===== src/hw/rtl/k_way_max_merge_defines.svh =====
// Assertion macros shared by the merge engine
`ifndef K_WAY_MAX_MERGE_DEFINES_SVH
`define K_WAY_MAX_MERGE_DEFINES_SVH

// Same-cycle implication
`define KWM_ASSERT_IMPLY(label, clk, rst, ante, cons, msg) \
  label: assert property (@(posedge clk) disable iff (rst) (ante) |-> (cons)) \
    else $error(msg);

// Next-cycle implication
`define KWM_ASSERT_NEXT(label, clk, rst, ante, cons, msg) \
  label: assert property (@(posedge clk) disable iff (rst) (ante) |=> (cons)) \
    else $error(msg);

`endif


===== src/hw/rtl/kwm_pkg.sv =====
package kwm_pkg;

  localparam logic CMD_PUSH = 1'b0;
  localparam logic CMD_POP  = 1'b1;

  localparam logic [1:0] STAT_PUSH_OK = 2'd0;
  localparam logic [1:0] STAT_POPPED  = 2'd1;
  localparam logic [1:0] STAT_DONE    = 2'd2;
  localparam logic [1:0] STAT_REJECT  = 2'd3;

  localparam logic [3:0] ACTIVE_RESET = 4'd8;

  typedef enum logic [2:0] {
    ST_IDLE,
    ST_PUSH,
    ST_SCAN,
    ST_DRAIN,
    ST_POP
  } kwm_state_t;

  typedef struct packed {
    logic load;
    logic scan;
    logic push_commit;
    logic pop_commit;
  } kwm_ctl_t;

  typedef struct packed {
    logic scan_last;
  } kwm_stat_t;

endpackage


===== src/hw/rtl/kwm_ctrl.sv =====
module kwm_ctrl
  import kwm_pkg::*;
(
  input  logic      clk,
  input  logic      rst,
  input  logic      start,
  input  logic      cmd,
  input  kwm_stat_t stat,
  output logic      busy,
  output kwm_ctl_t  ctl
);

  kwm_state_t state;
  kwm_state_t state_next;

  always_ff @(posedge clk) begin
    if (rst) begin
      state <= ST_IDLE;
    end else begin
      state <= state_next;
    end
  end

  always_comb begin
    state_next = state;
    unique case (state)
      ST_IDLE: begin
        if (start) begin
          state_next = (cmd == CMD_POP) ? ST_SCAN : ST_PUSH;
        end
      end
      ST_PUSH:  state_next = ST_IDLE;
      ST_SCAN: begin
        if (stat.scan_last) begin
          state_next = ST_DRAIN;
        end
      end
      ST_DRAIN: state_next = ST_POP;
      ST_POP:   state_next = ST_IDLE;
      default:  state_next = ST_IDLE;
    endcase
  end

  always_comb begin
    busy            = (state != ST_IDLE);
    ctl.load        = start && (state == ST_IDLE);
    ctl.scan        = (state == ST_SCAN);
    ctl.push_commit = (state == ST_PUSH);
    ctl.pop_commit  = (state == ST_POP);
  end

endmodule


===== config.mk =====
export PLATFORM = sky130hd
export DESIGN_NAME = kwm_ctrl
export DESIGN_NICKNAME = d
export VERILOG_FILES = /design/src/hw/rtl/k_way_max_merge_defines.svh /design/src/hw/rtl/kwm_pkg.sv /design/src/hw/rtl/kwm_ctrl.sv
export SDC_FILE = /design/constraint.sdc
export NUM_CORES = 1
export LEC_CHECK = 0
export BUFFER_PORTS_ARGS = -buffer_cell sky130_fd_sc_hd__buf_2
export CAP_MARGIN = 20
export CORE_AREA = 4 4 41 43
export DETAILED_ROUTE_END_ITERATION = 6
export DIE_AREA = 0 0 45 47
export SLEW_MARGIN = 20
export SYNTH_ARGS = -nofsm -noshare
export SYNTH_HDL_FRONTEND = slang
export SYNTH_SLANG_ARGS = --single-unit
export TNS_END_PERCENT = 5

===== constraint.sdc =====
create_clock -name clk -period 1.3 [get_ports clk]
set_input_delay 0.26 -clock clk [delete_from_list [all_inputs] [get_ports clk]]
set_output_delay 0.26 -clock clk [all_outputs]
set_load 0.005 [all_outputs]

# Yosys cells after proc, flatten, opt, wreduce, memory -nomap -nowiden
# Cells that the tools add are included.
[classes]
eq_ne = 6
mux = 4
n_reduce_logical = 4
[ops]
columns = ["op", "count"]
rows = [
  ["3-bit case mux with 3 select lines", 1],
  ["3-bit by 2-bit == test with 1-bit output (second input constant)", 2],
  ["3-bit two-way mux", 2],
  ["2-bit inequality test (second input constant)", 2],
  ["3-bit by 1-bit == test with 1-bit output (second input constant)", 1],
  ["3-bit == test (second input constant)", 1],
  ["3-bit logical NOT", 1],
  ["3-bit nonzero test", 1],
  ["2-bit two-way mux", 1],
  ["2-bit AND reduction", 1],
  ["1-bit logical AND", 1],
]
[totals]
ff_bits = 3
input_bits = 5
out_inout_bits = 5
word_cells = 15

# Depth between registers and ports, before layout
[depth]
ltp_word = 3
depth_mapped = 2

# Worst setup path after synthesis
# OpenSTA, ideal clock, no wires.
[synth_path]
kind = "register -> register"
startpoint = "reg state[1]"
endpoint = "reg state[0]"
arrival_time_ns = 1.041
required_ns = 1.197
path_slack_ns = 0.156
stages_incl_launch_ff = 3
synth_period_minus_slack_ns = 1.144
path_cell_list = "dfxtp_1 -> or3b_1 -> a2111oi_2"
[synth_via]
elab_chain_len = 3
elab_cells_between_ends = 7
cone_classes = "eq/ne (4); mux (1); reduce/logical (2)"
[synth_rtl]
columns = ["element", "line_no", "text"]
rows = [
  ["start: declaration", "kwm_ctrl.sv:13", "kwm_state_t state;"],
  ["start signal: assignment", "kwm_ctrl.sv:20", "state <= state_next;"],
  ["3-bit by 2-bit == test with 1-bit output or 3-bit logical NOT (tied branches)", "kwm_ctrl.sv:26", "unique case (state)"],
  ["2-bit inequality test (no line)", "-", ""],
  ["2-bit AND reduction (no line)", "-", ""],
]
# Several ways; a longest one is shown, not always the timed one.
# A chain may end at the register's enable or synchronous reset.

==> summary.txt <==
Run status
  – Status: finished, violations left
  – Failing checks: setup timing

Synthesis
  – Netlist cell types: 11
  – Syn_nets: 20
  – Sequential area share after synthesis: 41.4%
  – Yosys warning count: 0
  – Number of synthesized register bits: 3
  – Netlist Area Pre-Place: 145 um^2
  – Mapped Cells: 15
  – Synth Area per Inst: 9.68 um^2

Clock network
  – Hold Buf Count CTS: 0
  – Buffers from clock root to sink, at most: 2
  – CTS H-Tree Depth: 1
  – CTS tree: done
  – Reg clk slew, reported paths: 0.04 ns
  – Total CTS buffers: 3
  – Clock Root Buffer: clkbuf_4
  – Clock latency on the worst-skew pair: 0.23 ns
  – Post-CTS Setup Inserts: 0
  – Clock sink total: 3

Power and ir drop
  – Pwr/cell area: 1210 nW/um^2
  – Max VDD drop: 0.179 mV
  – Leak: 0.114 nW

Timing
  – Final min period: 1.40 ns
  – Final hold slack: 0.223 ns
  – Slew headroom: 83.5%
  – Hold Violations, Final: 0
  – Ratio of final minimum period to clock period: 108%
  – Slew @ Worst Pin: 0.247 ns
  – Clock skew: 0.000586 ns
  – Setup ws final: -0.102 ns
  – Fin. max-slew vios: 0
  – RSZ-0062 raised after global routing: true
  – Fmax: 713 MHz
  – Final setup vio count: 2

Detailed routing
  – Routed length per placed instance: 9.20 um
  – Drt pass-1 iters: 1
  – Drc violations: 0
  – Total number of vias: 157
  – Iter 0 DRT Violations: 0
  – Routed Antenna Nets: 0
  – Vias per inst: 3.57
  – Final wirelength: 405 um

Floorplan
  – Die Span Y: 47 um
  – IO Pins: 10
  – Total die area: 2120 um^2
  – Row Count: 13
  – Initial core utilization: 11.2%
  – Core area: 1300 um^2
  – Die width: 45 um

Layout
  – Diodes inserted: 0
  – Biggest register: state
  – Post-route cell area: 255 um^2
  – Largest registers: state (3)
  – # nets final: 35
  – Most common cell after layout, fill and taps aside: buf_2
  – Most frequent cells in the layout: buf_2, nor3b_1, clkbuf_4
  – Number of flip-flops under the largest register name: 3
  – Layout cells sized above 1: 62.1%
  – Synth-to-Final Area Change: 75.9%

Place
  – Number of port buffers: 9
  – Placer Congestion: 0.708
  – Area post-placement: 216 um^2

Global route
  – GR peak layer: met4
  – Largest net degree at the start of global routing: 9
  – GRT Resource Usage Total: 4.89%
  – Vias in the first global route: 176
  – Grt met1 use: 4.54%
  – Gr ovfl total: 0
  – First-pass GRT wire length: 662 um
  – M2 GR Usage: 6.50%
  – Antenna violations before repair: 0
  – Grt met3 use: 0.383%

Worst setup path
  – Slowest cell on crit path: or3_4
  – Setup Crit Path Kind: reg -> out
  – Max FO, Critical Path: 8
  – Crit path largest cell delay: 0.37 ns
  – Worst setup EP type: output port
  – Worst EP required: 1.04 ns
  – Cell Chain, Critical Path: or3_4 -> nor2_2 -> buf_2
  – Worst Path Arrival: 1.14 ns
  – CP Launch Type: flip-flop

Job
  – Number of max-cap violations: 0

Min path
  – Worst Hold Class: in -> reg
==> critical path: cells and delay by family, from the launching register on <==
family        cells  cell delay [ns]
simple gates      2             0.45
flops             1             0.35
buf+inv           1             0.11
==> cell usage after synthesis <==
library cell / count / share of area [%]
or3_1: 1 / 4.3
nor4_1: 1 / 4.3
nor4bb_1: 1 / 6.9
nor3b_1: 3 / 16
dfxtp_1: 3 / 41
inv_1: 1 / 2.6
nand2_1: 1 / 2.6
a21oi_1: 1 / 3.4
or3b_1: 1 / 6.0
a2111oi_2: 1 / 10
nor2_1: 1 / 2.6
==> worst paths after layout <==
path,cells past startpoint,startpoint,endpoint,slack [ns]
max,3,state[1]$_SDFFE_PP0P_,ctl[3],-0.10
min,2,rst,state[0]$_SDFFE_PP0P_,0.22
max reg2reg,2,state[1]$_SDFFE_PP0P_,state[0]$_SDFFE_PP0P_,0.09
min reg2reg,1,state[0]$_SDFFE_PP0P_,state[0]$_SDFFE_PP0P_,0.48
==> layout make-up <==
cell class,instances,area [um^2]
clock buffer,4,26.3
fill,154,1050
inverter,1,3.75
multi-input combinational,11,88.8
sequential,3,65.1
tap,15,18.8
timing repair buffer,10,52.6
==> routing by layer <==
| metal | up-vias | share of wire [%] |
|---|---|---|
| li1 | 85 | - |
| met1 | 67 | 37 |
| met2 | 5 | 53 |
| met3 | 0 | 10 |
| met4 | 0 | 0 |
| met5 | - | 0 |
==> logic make-up (layout without fill, tap and decap cells) <==
logic type	after synthesis	count (layout)	synth area share, %
AOI/OAI and AO/OA	2	2	13.8
DFF	3	3	41.4
buffers and inverters	1	15	2.58
and+or+nand+nor	9	9	42.2
==> power by group <==
group          internal, W  leakage, nW  switching [W]
Clock             0.000115       0.0150      0.0000463
Sequential       0.0000974       0.0256     0.00000780
Combinational    0.0000263       0.0738      0.0000170
Total             0.000239        0.114      0.0000711
==> per-stage QoR <==
stage / instances / util [%] / TNS [ns] / setup slack, ns / total power [W]
after floorplan: 15 / - / 0 / 0.156 / 0.000123
after global placement: 40 / 16.6 / 0 / 0.109 / 0.000145
after detailed placement: 40 / 16.6 / 0 / 0.0889 / 0.000145
after CTS: 44 / 18.8 / -0.174 / -0.126 / 0.000318
after global routing: 44 / 19.6 / -0.323 / -0.134 / 0.000331
final: 44 / 19.6 / -0.152 / -0.102 / 0.000310
==> timing repair <==
| item | 4_1_cts | 5_1_grt |
|---|---|---|
| gates cloned | 0 | 0 |
| gates resized for setup | 1 | 4 |
| hold endpoints to repair | 0 | 0 |
| endpoints found under the setup margin | 2 | 5 |
Power figures use the tool's default switching activity.
